--- src/hdl/soft_knee_compressor_curve_assert.svh ---
// assertion macros for the soft-knee compressor curve
`ifndef SOFT_KNEE_COMPRESSOR_CURVE_ASSERT_SVH
`define SOFT_KNEE_COMPRESSOR_CURVE_ASSERT_SVH
`ifndef SYNTH
`define SKCC_ASSERT_IMPL(lbl, ante, cons) \
    lbl: assert property (@(posedge i_clk) disable iff (!i_rst_n) (ante) |-> (cons)) \
        else $error("assertion failed");
`define SKCC_ASSERT_NEXT(lbl, ante, cons) \
    lbl: assert property (@(posedge i_clk) disable iff (!i_rst_n) (ante) |=> (cons)) \
        else $error("assertion failed");
`else
`define SKCC_ASSERT_IMPL(lbl, ante, cons)
`define SKCC_ASSERT_NEXT(lbl, ante, cons)
`endif
`endif

--- src/hdl/skcc_pkg.sv ---
// shared constants and types for the soft-knee compressor curve
`default_nettype none
package skcc_pkg;
    localparam int unsigned LVL_W   = 16;
    localparam int unsigned RATIO_W = 11;
    localparam int unsigned KNEE_W  = 4;
    localparam int unsigned CFG_W   = 16;
    localparam int unsigned NUM_W   = 41;
    localparam int unsigned DEN_W   = 27;
    localparam int unsigned QUOT_W  = 18;
    localparam logic [RATIO_W-1:0] RATIO_UNITY = 11'd16;
    localparam logic [1:0] CFG_THRESHOLD = 2'd0;
    localparam logic [1:0] CFG_RATIO     = 2'd1;
    localparam logic [1:0] CFG_KNEE      = 2'd2;
    localparam logic [LVL_W-1:0]   THRESHOLD_RST = 16'hEC00;
    localparam logic [RATIO_W-1:0] RATIO_RST     = 11'd64;
    localparam logic [KNEE_W-1:0]  KNEE_RST      = 4'd0;
    typedef logic [LVL_W-1:0] t_level;
endpackage
`default_nettype wire

--- src/hdl/skcc_div.sv ---
// pipelined restoring divider, one quotient bit per stage, level carried along
`default_nettype none
module skcc_div (
    input  wire logic                         i_clk,
    input  wire logic                         i_rst_n,
    input  wire logic                         i_valid,
    input  wire logic [skcc_pkg::NUM_W-1:0]   i_num,
    input  wire logic [skcc_pkg::DEN_W-1:0]   i_den,
    input  wire skcc_pkg::t_level             i_level,
    output logic                              o_valid,
    output logic [skcc_pkg::QUOT_W-1:0]       o_quot,
    output skcc_pkg::t_level                  o_level
);
    localparam int unsigned QW = skcc_pkg::QUOT_W;
    localparam int unsigned SW = skcc_pkg::NUM_W + 4;

    logic                          r_v   [QW];
    logic [skcc_pkg::NUM_W-1:0]    r_rem [QW];
    logic [skcc_pkg::DEN_W-1:0]    r_den [QW];
    logic [QW-1:0]                 r_q   [QW];
    skcc_pkg::t_level              r_lvl [QW];

    for (genvar i = 0; i < QW; i++) begin : g_stage
        localparam int unsigned SH = QW - 1 - i;
        logic                          w_v;
        logic [skcc_pkg::NUM_W-1:0]    w_rem;
        logic [skcc_pkg::DEN_W-1:0]    w_den;
        logic [QW-1:0]                 w_q;
        skcc_pkg::t_level              w_lvl;
        logic [SW-1:0]                 w_trial;
        logic [SW-1:0]                 w_rem_ext;
        logic                          w_ge;
        if (i == 0) begin : g_first
            assign w_v   = i_valid;
            assign w_rem = i_num;
            assign w_den = i_den;
            assign w_q   = '0;
            assign w_lvl = i_level;
        end else begin : g_next
            assign w_v   = r_v[i-1];
            assign w_rem = r_rem[i-1];
            assign w_den = r_den[i-1];
            assign w_q   = r_q[i-1];
            assign w_lvl = r_lvl[i-1];
        end
        assign w_trial   = SW'(w_den) << SH;
        assign w_rem_ext = SW'(w_rem);
        assign w_ge      = (w_rem_ext >= w_trial);
        always_ff @(posedge i_clk) begin
            if (!i_rst_n) begin
                r_v[i] <= 1'b0;
            end else begin
                r_v[i] <= w_v;
            end
            r_den[i] <= w_den;
            r_lvl[i] <= w_lvl;
            r_rem[i] <= w_ge ? skcc_pkg::NUM_W'(w_rem_ext - w_trial) : w_rem;
            r_q[i]   <= w_q | (QW'(w_ge) << SH);
        end
    end

    assign o_valid = r_v[QW-1];
    assign o_quot  = r_q[QW-1];
    assign o_level = r_lvl[QW-1];

    `include "soft_knee_compressor_curve_assert.svh"
    // remainder ends below the divisor
    `SKCC_ASSERT_IMPL(a_rem_below_den, r_v[QW-1], r_rem[QW-1] < skcc_pkg::NUM_W'(r_den[QW-1]))
    // valid walks down the stages
    `SKCC_ASSERT_NEXT(a_valid_moves, i_valid, r_v[0])
    // last stage follows the one before
    `SKCC_ASSERT_NEXT(a_valid_out, r_v[QW-2], o_valid)
endmodule
`default_nettype wire

--- src/hdl/soft_knee_compressor_curve.sv ---
// top level of the soft-knee compressor static curve
// usage:
//   write threshold (index 0), ratio (index 1) and knee (index 2) through
//   i_cfg_we / i_cfg_addr / i_cfg_data while no transfer is in flight
//   a level is taken at each rising edge with start high and busy low;
//   busy is always low, so one level can enter every cycle
//   each result appears on o_level_out_db for one cycle with o_strobe high,
//   in input order
//   throughput is one level per cycle; latency is set by the 18-stage
//   divider (one quotient bit per stage) plus four front stages
//   and the output register
//   reset clears every valid bit and loads the default curve
//   (-20 dB threshold, 4:1, hard knee)
//   the receiver cannot stall: results are never held
`default_nettype none
module soft_knee_compressor_curve (
    input  wire logic                           i_clk,
    input  wire logic                           i_rst_n,
    input  wire logic                           start,
    output logic                                busy,
    input  wire logic signed [skcc_pkg::LVL_W-1:0] i_level_in_db,
    input  wire logic                           i_cfg_we,
    input  wire logic [1:0]                     i_cfg_addr,
    input  wire logic [skcc_pkg::CFG_W-1:0]     i_cfg_data,
    output logic                                o_strobe,
    output logic signed [skcc_pkg::LVL_W-1:0]   o_level_out_db
);
    logic [15:0]                   r_thr;
    logic [skcc_pkg::RATIO_W-1:0]  r_ratio;
    logic [skcc_pkg::KNEE_W-1:0]   r_knee;

    always_ff @(posedge i_clk) begin
        if (!i_rst_n) begin
            r_thr   <= skcc_pkg::THRESHOLD_RST;
            r_ratio <= skcc_pkg::RATIO_RST;
            r_knee  <= skcc_pkg::KNEE_RST;
        end else if (i_cfg_we) begin
            case (i_cfg_addr)
                skcc_pkg::CFG_THRESHOLD: r_thr   <= i_cfg_data;
                skcc_pkg::CFG_RATIO:     r_ratio <= i_cfg_data[skcc_pkg::RATIO_W-1:0];
                skcc_pkg::CFG_KNEE:      r_knee  <= i_cfg_data[skcc_pkg::KNEE_W-1:0];
                default: ;
            endcase
        end
    end

    assign busy = 1'b0;

    // stage 1: excess over threshold
    logic                  r_s1_v;
    skcc_pkg::t_level      r_s1_lvl;
    logic signed [16:0]    r_s1_x;
    always_ff @(posedge i_clk) begin
        if (!i_rst_n) begin
            r_s1_v <= 1'b0;
        end else begin
            r_s1_v <= start && !busy;
        end
        r_s1_lvl <= i_level_in_db;
        r_s1_x   <= 17'(signed'({i_level_in_db[15], i_level_in_db}))
                  - 17'(signed'({r_thr[15], r_thr}));
    end

    // stage 2: region, knee square, divisor
    logic [13:0]                  w_half;
    logic signed [17:0]           w_t;
    logic                         w_zero;
    logic                         w_inside;
    logic [skcc_pkg::RATIO_W-1:0] w_reff;
    logic [14:0]                  w_rk;
    always_comb begin
        w_half = 14'(r_knee) * 14'd384;
        w_t    = 18'(r_s1_x) + 18'(signed'({1'b0, w_half}));
        w_reff = (r_ratio < skcc_pkg::RATIO_UNITY) ? skcc_pkg::RATIO_UNITY : r_ratio;
        w_rk   = 15'(w_reff) * 15'(r_knee);
        if (r_knee == '0) begin
            w_zero   = (r_s1_x <= 17'sd0);
            w_inside = 1'b0;
        end else begin
            w_zero   = (w_t <= 18'sd0);
            w_inside = !w_zero && (r_s1_x < 17'(signed'({1'b0, w_half})));
        end
    end

    logic                         r_s2_v;
    skcc_pkg::t_level             r_s2_lvl;
    logic [27:0]                  r_s2_a;
    logic [skcc_pkg::DEN_W-2:0]   r_s2_d;
    logic [skcc_pkg::RATIO_W-1:0] r_s2_sm;
    always_ff @(posedge i_clk) begin
        if (!i_rst_n) begin
            r_s2_v <= 1'b0;
        end else begin
            r_s2_v <= r_s1_v;
        end
        r_s2_lvl <= r_s1_lvl;
        r_s2_sm  <= w_reff - skcc_pkg::RATIO_UNITY;
        if (w_zero) begin
            r_s2_a <= '0;
        end else if (w_inside) begin
            r_s2_a <= 28'(w_t[13:0]) * 28'(w_t[13:0]);
        end else begin
            r_s2_a <= 28'(r_s1_x[15:0]);
        end
        r_s2_d <= w_inside ? {w_rk, 11'd0} - {1'b0, w_rk, 10'd0} + {2'b0, w_rk, 9'd0}
                           : 26'(w_reff);
    end

    // stage 3: slope product
    logic                         r_s3_v;
    skcc_pkg::t_level             r_s3_lvl;
    logic [38:0]                  r_s3_m;
    logic [skcc_pkg::DEN_W-2:0]   r_s3_d;
    always_ff @(posedge i_clk) begin
        if (!i_rst_n) begin
            r_s3_v <= 1'b0;
        end else begin
            r_s3_v <= r_s2_v;
        end
        r_s3_lvl <= r_s2_lvl;
        r_s3_m   <= 39'(r_s2_a) * 39'(r_s2_sm);
        r_s3_d   <= r_s2_d;
    end

    // stage 4: rounding numerator and doubled divisor
    logic                         r_s4_v;
    skcc_pkg::t_level             r_s4_lvl;
    logic [skcc_pkg::NUM_W-1:0]   r_s4_n;
    logic [skcc_pkg::DEN_W-1:0]   r_s4_d;
    always_ff @(posedge i_clk) begin
        if (!i_rst_n) begin
            r_s4_v <= 1'b0;
        end else begin
            r_s4_v <= r_s3_v;
        end
        r_s4_lvl <= r_s3_lvl;
        r_s4_n   <= {1'b0, r_s3_m, 1'b0} + skcc_pkg::NUM_W'(r_s3_d) - 41'd1;
        r_s4_d   <= {r_s3_d, 1'b0};
    end

    logic                        w_div_v;
    logic [skcc_pkg::QUOT_W-1:0] w_div_q;
    skcc_pkg::t_level            w_div_lvl;

    skcc_div u_div (
        .i_clk   (i_clk),
        .i_rst_n (i_rst_n),
        .i_valid (r_s4_v),
        .i_num   (r_s4_n),
        .i_den   (r_s4_d),
        .i_level (r_s4_lvl),
        .o_valid (w_div_v),
        .o_quot  (w_div_q),
        .o_level (w_div_lvl)
    );

    // output: subtract reduction and saturate
    logic signed [18:0] w_res;
    logic               r_out_v;
    logic [15:0]        r_out;
    assign w_res = 19'(signed'({w_div_lvl[15], w_div_lvl}))
                 - 19'(signed'({1'b0, w_div_q}));
    always_ff @(posedge i_clk) begin
        if (!i_rst_n) begin
            r_out_v <= 1'b0;
        end else begin
            r_out_v <= w_div_v;
        end
        r_out <= (w_res < -19'sd32768) ? 16'h8000 : w_res[15:0];
    end

    assign o_strobe       = r_out_v;
    assign o_level_out_db = r_out;

    `include "soft_knee_compressor_curve_assert.svh"
    // inside the knee only with a knee set
    `SKCC_ASSERT_IMPL(a_knee_region, w_inside, r_knee != '0)
    // every divider result gives a strobe
    `SKCC_ASSERT_NEXT(a_strobe_src, w_div_v, o_strobe)
    // output never above the input level
    `SKCC_ASSERT_IMPL(a_no_gain, w_div_v, w_res <= 19'(signed'({w_div_lvl[15], w_div_lvl})))
endmodule
`default_nettype wire
--- config.mk ---
export PLATFORM = sky130hd
export DESIGN_NAME = soft_knee_compressor_curve
export DESIGN_NICKNAME = d
export VERILOG_FILES = /design/src/hdl/skcc_pkg.sv /design/src/hdl/skcc_div.sv /design/src/hdl/soft_knee_compressor_curve.sv
export VERILOG_INCLUDE_DIRS = /design/src /design/src/hdl
export SDC_FILE = /design/constraint.sdc
export NUM_CORES = 2
export LEC_CHECK = 0
export BUFFER_PORTS_ARGS = -buffer_cell sky130_fd_sc_hd__buf_2
export CORE_AREA = 2 2 524 526
export CTS_BUF_LIST = sky130_fd_sc_hd__clkbuf_4
export DETAILED_ROUTE_END_ITERATION = 10
export DIE_AREA = 0 0 526 528
export GPL_TIMING_DRIVEN = 0
export SLEW_MARGIN = 25
export SYNTH_ARGS = -nofsm -noshare
export SYNTH_HDL_FRONTEND = slang
export SYNTH_HIERARCHICAL = 1
export SYNTH_SLANG_ARGS = --single-unit
--- constraint.sdc ---
create_clock -name i_clk -period 21.6 [get_ports i_clk]
set_input_delay 6.48 -clock i_clk [delete_from_list [all_inputs] [get_ports i_clk]]
set_output_delay 6.48 -clock i_clk [all_outputs]
set_load 0.01 [all_outputs]
# [After elaboration in Yosys (flattened, before gate mapping)]
# Memories as Yosys holds them, arrays and structs flattened. A register that Yosys moved wholly into a read port is not among the register bits.
# Cells that the tools add are included.
[classes] n_lt_le_gt_ge=23 n_reduce_logical=9 mul=4 add_sub_neg=26 mux=43 bitwise=36 eq_ne=2
[ops] op="41-bit two-way mux" n=18
[ops] op="41-bit subtractor" n=4
[ops] op="41-bit by 44-bit greater-or-equal comparator with 1-bit output" n=1
[ops] op="41-bit by 43-bit greater-or-equal comparator with 1-bit output" n=1
[ops] op="41-bit by 42-bit greater-or-equal comparator with 1-bit output" n=1
[ops] op="40-bit by 26-bit adder with 41-bit output" n=1
[ops] op="41-bit by 27-bit greater-or-equal comparator with 1-bit output" n=1
[ops] op="41-bit by 28-bit greater-or-equal comparator with 1-bit output" n=1
[ops] op="41-bit by 29-bit greater-or-equal comparator with 1-bit output" n=1
[ops] op="41-bit by 30-bit greater-or-equal comparator with 1-bit output" n=1
[ops] op="41-bit by 31-bit greater-or-equal comparator with 1-bit output" n=1
[ops] op="41-bit by 32-bit greater-or-equal comparator with 1-bit output" n=1
[ops] op="41-bit by 33-bit greater-or-equal comparator with 1-bit output" n=1
[ops] op="41-bit by 34-bit greater-or-equal comparator with 1-bit output" n=1
[ops] op="41-bit by 35-bit greater-or-equal comparator with 1-bit output" n=1
[ops] op="41-bit by 36-bit greater-or-equal comparator with 1-bit output" n=1
[ops] op="41-bit by 37-bit greater-or-equal comparator with 1-bit output" n=1
[ops] op="41-bit by 38-bit greater-or-equal comparator with 1-bit output" n=1
[ops] op="41-bit by 39-bit greater-or-equal comparator with 1-bit output" n=1
[ops] op="41-bit by 40-bit greater-or-equal comparator with 1-bit output" n=1
[ops] op="41-bit greater-or-equal comparator" n=1
[ops] op="41-bit by 1-bit subtractor with 41-bit output (second input constant)" n=1
[ops] op="41-bit by 27-bit subtractor with 41-bit output" n=1
[ops] op="41-bit by 28-bit subtractor with 41-bit output" n=1
[ops] op="57 further kinds" n=99
[word_totals] word_cells=170 ramBits=1854 out_inout_bits=18 mem_count=5 register_bits=329 input_bits=38
[memory_table] name="u_div.r_rem" words=18 word_bits=41 read_ports=17 rd_clocked_by_memory_dff=0 write_ports=18 line_no="skcc_div.sv:18" rtl="logic [skcc_pkg::NUM_W-1:0] r_rem [QW];"
[memory_table] name="u_div.r_den" words=18 word_bits=27 read_ports=17 rd_clocked_by_memory_dff=0 write_ports=18 line_no="skcc_div.sv:19" rtl="logic [skcc_pkg::DEN_W-1:0] r_den [QW];"
[memory_table] name="u_div.r_q" words=18 word_bits=18 read_ports=18 rd_clocked_by_memory_dff=0 write_ports=18 line_no="skcc_div.sv:20" rtl="logic [QW-1:0] r_q [QW];"
[memory_table] name="u_div.r_lvl" words=18 word_bits=16 read_ports=18 rd_clocked_by_memory_dff=0 write_ports=18 line_no="skcc_div.sv:21" rtl="skcc_pkg::t_level r_lvl [QW];"
[memory_table] name="u_div.r_v" words=18 word_bits=1 read_ports=18 rd_clocked_by_memory_dff=1 write_ports=18 line_no="skcc_div.sv:17" rtl="logic r_v [QW];"

# [Longest topological paths before layout]
[logic_depth] depth_word=8 mapped_depth=33 mapped_depth_nobuf=32

# [By module]
# Netlist, hierarchy kept.
[by_module_without_submodules] mod="skcc_div" seq_area_each_um2=32691.4 n_inst=1 area_per_inst_um2=65397.7 cells_each=6651
[by_module_without_submodules] mod="soft_knee_compressor_curve" seq_area_each_um2=6606.3 n_inst=1 area_per_inst_um2=29522.1 cells_each=3234

# [Worst setup path after synthesis]
# Ideal clock, no wire load.
[synth_timing] path_type="input port to flip-flop" startpoint="input i_level_in_db[1] (netlist name)" endpoint="register r_s1_x[13]" slack_ns=12.719 path_stages=11 setup_time_ns=0.079 required_ns=21.521 n_path_buf=0 arrival_ns=8.802 path_cell_list="ha_1 -> nor2b_1 -> o21ai_0 -> a21boi_0 -> o21ai_0 -> a21boi_0 -> o21ai_0 -> a21oi_1 -> o41ai_2 -> or4b_2 -> o211ai_1"
[synth_via] elab_chain_len=1
[synth_lines] item="start: declaration" line_no="soft_knee_compressor_curve.sv:21" rtl="input wire logic signed [skcc_pkg::LVL_W-1:0] i_level_in_db,"
[synth_lines] item="16-bit by 16-bit subtractor with 17-bit output" line_no="soft_knee_compressor_curve.sv:61" rtl="- 17'(signed'({r_thr[15], r_thr}));"
[synth_lines] item="end signal: assignment" line_no="soft_knee_compressor_curve.sv:60" rtl="r_s1_x <= 17'(signed'({i_level_in_db[15], i_level_in_db}))"
[synth_lines] item="end: declaration" line_no="soft_knee_compressor_curve.sv:52" rtl="logic signed [16:0] r_s1_x;"
# Every way passes these cells.
# A chain may end at the register's enable or synchronous reset.

# [Worst setup path after layout]
[layout_timing] startpoint="register r_knee[1] (netlist name)" endpoint="register r_s2_a[27]"
[layout_via] elab_chain_len=8 elab_cells_between_ends=12 cone_classes="1 x add/sub; 2 x mul; 2 x order compare; 2 x mux; 1 x bitwise; 4 x reduce/logical"
[layout_lines] item="start: declaration" line_no="soft_knee_compressor_curve.sv:30" rtl="logic [skcc_pkg::KNEE_W-1:0] r_knee;"
[layout_lines] item="start signal: assignment" line_no="soft_knee_compressor_curve.sv:36" rtl="r_knee <= skcc_pkg::KNEE_RST;"
[layout_lines] item="start signal: assignment" line_no="soft_knee_compressor_curve.sv:41" rtl="skcc_pkg::CFG_KNEE: r_knee <= i_cfg_data[skcc_pkg::KNEE_W-1:0];"
[layout_lines] item="parallel branches: the longest is 8 deep, another holds 14-bit by 14-bit multiplier with 28-bit output"
[layout_lines] item="end signal: assignment" line_no="soft_knee_compressor_curve.sv:101" rtl="r_s2_a <= 28'(w_t[13:0]) * 28'(w_t[13:0]);"
[layout_lines] item="end signal: assignment" line_no="soft_knee_compressor_curve.sv:103" rtl="r_s2_a <= 28'(r_s1_x[15:0]);"
[layout_lines] item="end: declaration" line_no="soft_knee_compressor_curve.sv:87" rtl="logic [27:0] r_s2_a;"
# Several ways; the timed one is not identified.

==> results.py <==
metrics = {
    "global_route": {
        "grt_antenna_before_repair": 16,
        "grt_usage_pct": 18.00,
        "grt_start_max_net_pins": 25,
        "first_global_vias": 71607,
        "grt_pass1_wl_um": 396500,
        "grt-ovfl-total": 0,
    },
    "detailed_routing": {
        "route.detailed.vias_per_inst": 4.906,
        "route.final.wire_length_um": 254800,
        "routed-via-count": 70406,
        "detailedRoute.firstIterationViolations": 4412,
        "post-route-drc-count": 0,
        "drt_pre_antenna_iters": 6,
        "antenna_violating_nets_post_route": 0,
        "routedWlPerCell_um": 17.75,
    },
    "logic_synthesis": {
        "postSynthRegisterBits": 1963,
        "number_of_synthesized_flops_with_an_enable_pin": 0,
        "syn-instance-count": 9885,
        "ys_seq_area_share_pct": 41.40,
        "post_synth.cell_area_avg_um2": 9.602,
        "synth-async-reset-ratio_pct": 0,
        "ys.flop_type": "sky130_fd_sc_hd__dfxtp_1",
        "syn_std_cell_area_um2": 94920,
        "synth_warnings": 6,
        "synth.distinct_cells": 107,
    },
    "placement": {
        "placement.io_buffers": 54,
        "dp.final_hpwl_um": 204000,
        "inst_count_dp": 13530,
        "gpl_congestion": 0.9246,
        "dpl_ws_ns": 11.91,
    },
    "status": {
        "result_of_the_run": "finished clean",
    },
    "die": {
        "initial_core_util_pct": 34.84,
        "die-height_um": 528,
        "design.core.area_um2": 272400,
        "die_width_um": 526,
        "io-pin-count": 56,
        "fp-row-count": 192,
        "design.die.area_um2": 277700,
    },
    "sta": {
        "maxClockFrequency_mhz": 108.8,
        "finClkSkew_ns": 0.1452,
        "final-setup-viol-count": 0,
        "setup_repair_after_global_routing_missed_its_margin": "no",
        "report.final.slew_viol_count": 0,
        "final_worst_setup_slack_ns": 12.41,
        "worst_slew_margin_rel_pct": 16.00,
        "period_needed_ns": 9.191,
        "final_min_period_over_clock_period_pct": 42.55,
        "tns_ns": 0,
        "worst_pin_slew_ns": 1.247,
        "count_of_final_hold_check_violations": 0,
    },
    "cts": {
        "cts.clk_slew.worst_paths_ns": 0.07,
        "cts.repair_timing.setup_buffer_count": 0,
        "max-clock-path-buffers": 4,
        "root_buffer": "sky130_fd_sc_hd__clkbuf_4",
        "worstSkewPairLatency_ns": 1.29,
        "tritoncts": "built",
        "htree_num_levels": 5,
        "cts_inserted_buffers": 468,
        "postCtsResizedCells": 0,
        "numClockSinks": 1963,
        "cts_hold_buf": 0,
    },
    "critical_path": {
        "critPathRequiredTime_ns": 22.70,
        "critical_path.most_common_cell": "sky130_fd_sc_hd__fa_1",
        "timing.setup.critical_path_class": "reg -> reg",
        "critical_path.startpoint_type": "flop",
        "critical_path_arrival_ns": 10.29,
        "worst_path_max_delay_cell": "sky130_fd_sc_hd__fa_1",
        "worstPathMaxFanout": 10,
        "slowest_delay_ns": 0.57,
        "worst_setup_ep_type": "flop",
    },
    "finish": {
        "layout_overhead_on_the_synthesized_area_pct": 11.17,
        "drive_above_1_share_pct": 9.459,
        "layout.cells.non_filler": 14350,
        "fillCellCount": 27179,
        "finalCoreUtilization_pct": 38.74,
        "final_nets": 11649,
    },
    "job": {
        "drv.max_cap_violation_count": 0,
    },
    "min_path": {
        "hp-class": "reg -> reg",
    },
}
synth_stat cells (78+ instances only):
cell type / n / area share [%]
sky130_fd_sc_hd__dfxtp_1: 1963 / 41
sky130_fd_sc_hd__inv_1: 1220 / 4.8
sky130_fd_sc_hd__nand2_1: 886 / 3.5
sky130_fd_sc_hd__ha_1: 796 / 10
sky130_fd_sc_hd__a21oi_1: 561 / 3.0
sky130_fd_sc_hd__nor2_1: 470 / 1.9
sky130_fd_sc_hd__o21ai_0: 463 / 2.4
sky130_fd_sc_hd__fa_1: 404 / 8.5
sky130_fd_sc_hd__xnor2_1: 345 / 3.2
sky130_fd_sc_hd__a21o_1: 309 / 2.4
sky130_fd_sc_hd__xor2_1: 262 / 2.4
sky130_fd_sc_hd__clkbuf_1: 197 / 0.78
sky130_fd_sc_hd__and2_1: 194 / 1.3
sky130_fd_sc_hd__nor3_1: 130 / 0.69
sky130_fd_sc_hd__nand3_1: 122 / 0.64
sky130_fd_sc_hd__nor2b_1: 118 / 0.78
sky130_fd_sc_hd__mux2_2: 112 / 1.3
sky130_fd_sc_hd__nand2b_1: 104 / 0.69
sky130_fd_sc_hd__nand4_1: 97 / 0.64
sky130_fd_sc_hd__o21a_1: 80 / 0.63
sky130_fd_sc_hd__a31oi_1: 78 / 0.51
metal layers:
| layer | part of all wire, % | track usage (%) | vias up |
|---|---|---|---|
| li1 | - | - | 34451 |
| met1 | 44 | 22.57 | 33629 |
| met2 | 47 | 30.77 | 1880 |
| met3 | 4.8 | 2.756 | 436 |
| met4 | 3.8 | 7.331 | 10 |
| met5 | 0.023 | 0 | - |
placed cells by master (no fill, tap or decap), drive strengths merged, types with 50 or more instances in the layout:
cell type / count
dfxtp: 1963
inv: 1230
nand2: 886
clkbuf: 825
ha: 796
a21oi: 565
o21ai: 492
nor2: 470
fa: 404
xnor2: 345
a21o: 309
xor2: 262
and2: 195
clkinv: 154
mux2: 135
nor3: 132
nand3: 122
buf: 119
nor2b: 118
nand2b: 104
nand4: 97
o21a: 80
a31oi: 80
o21bai: 73
nor4: 72
and3: 67
o31ai: 55
a21boi: 50
registers in the layout, summed over array words and instances, names as in the netlist, 16 cells and up:
signal          count
r_thr              16
o_level_out_db     16
r_s2_lvl           16
r_s3_m             39
u_div/r_den       459
r_s1_lvl           16
r_s4_d             26
r_s2_d             26
u_div/r_v          18
u_div/r_q         171
u_div/r_rem       697
r_s1_x             17
r_s3_d             26
r_s4_lvl           16
r_s3_lvl           16
r_s4_n             41
r_s2_a             28
u_div/r_lvl       288
final cells by class:
class | count | area [um^2] | share of cell area (%)
plain buffers | 263 | 1111 | 1.053
repair buffers | 54 | 270.3 | 0.2561
well taps | 3589 | 4491 | 4.255
clock buffers | 627 | 4707 | 4.461
inverters | 1222 | 4587 | 4.347
flip-flops and latches | 1963 | 39300 | 37.24
clock inverters | 173 | 1059 | 1.003
diodes | 20 | 50.05 | 0.04743
multi-input cells | 6439 | 49950 | 47.34
kinds of logic after synthesis:
| family | after synthesis | synth area share, % |
|---|---|---|
| compound gates | 2017 | 13.54 |
| mux | 169 | 1.960 |
| buf+inv | 1485 | 6.003 |
| flops | 1963 | 41.40 |
| xor+xnor | 607 | 5.601 |
| other cells | 1 | 0.003951 |
| simple gates | 2443 | 12.48 |
| fa+ha+maj | 1200 | 19.01 |
worst max-delay path, delay by kind of cell, from the launching register on:
family | cells | cell delay [ns]
buffers and inverters | 4 | 1.16
xor gates and xnor gates | 2 | 0.70
AOI/OAI and AO/OA | 6 | 1.81
adders and majority gates | 9 | 4.10
and+or+nand+nor | 4 | 0.82
DFF | 1 | 0.49
path summary, 6_finish.rpt:
kind | startpoint | end | slack, ns | cells past startpoint
worst min register to register | u_div/r_den[7][22]$_DFF_P_ | u_div/r_den[8][22]$_DFF_P_ | 0.25 | 0
worst max register to register | r_knee[1]$_SDFFE_PN0P_ | r_s2_a[27]$_SDFF_PP0_ | 12.41 | 25
worst max-delay path | r_knee[1]$_SDFFE_PN0P_ | r_s2_a[27]$_SDFF_PP0_ | 12.41 | 25
worst min-delay path | u_div/r_den[7][22]$_DFF_P_ | u_div/r_den[8][22]$_DFF_P_ | 0.25 | 0
metrics by stage:
step	hold WS (ns)	instance area (um^2)
2_1_floorplan	0.3096	94930
3_3_place_gp	0.3097	99690
3_5_place_dp	0.3121	99700
4_1_cts	0.2112	105500
5_1_grt	0.1709	105500
6_report	0.2451	105500
Power is left out: the tool's default activity adds up to more than one toggle a clock period on the data nets, which glitch-free logic cannot reach.
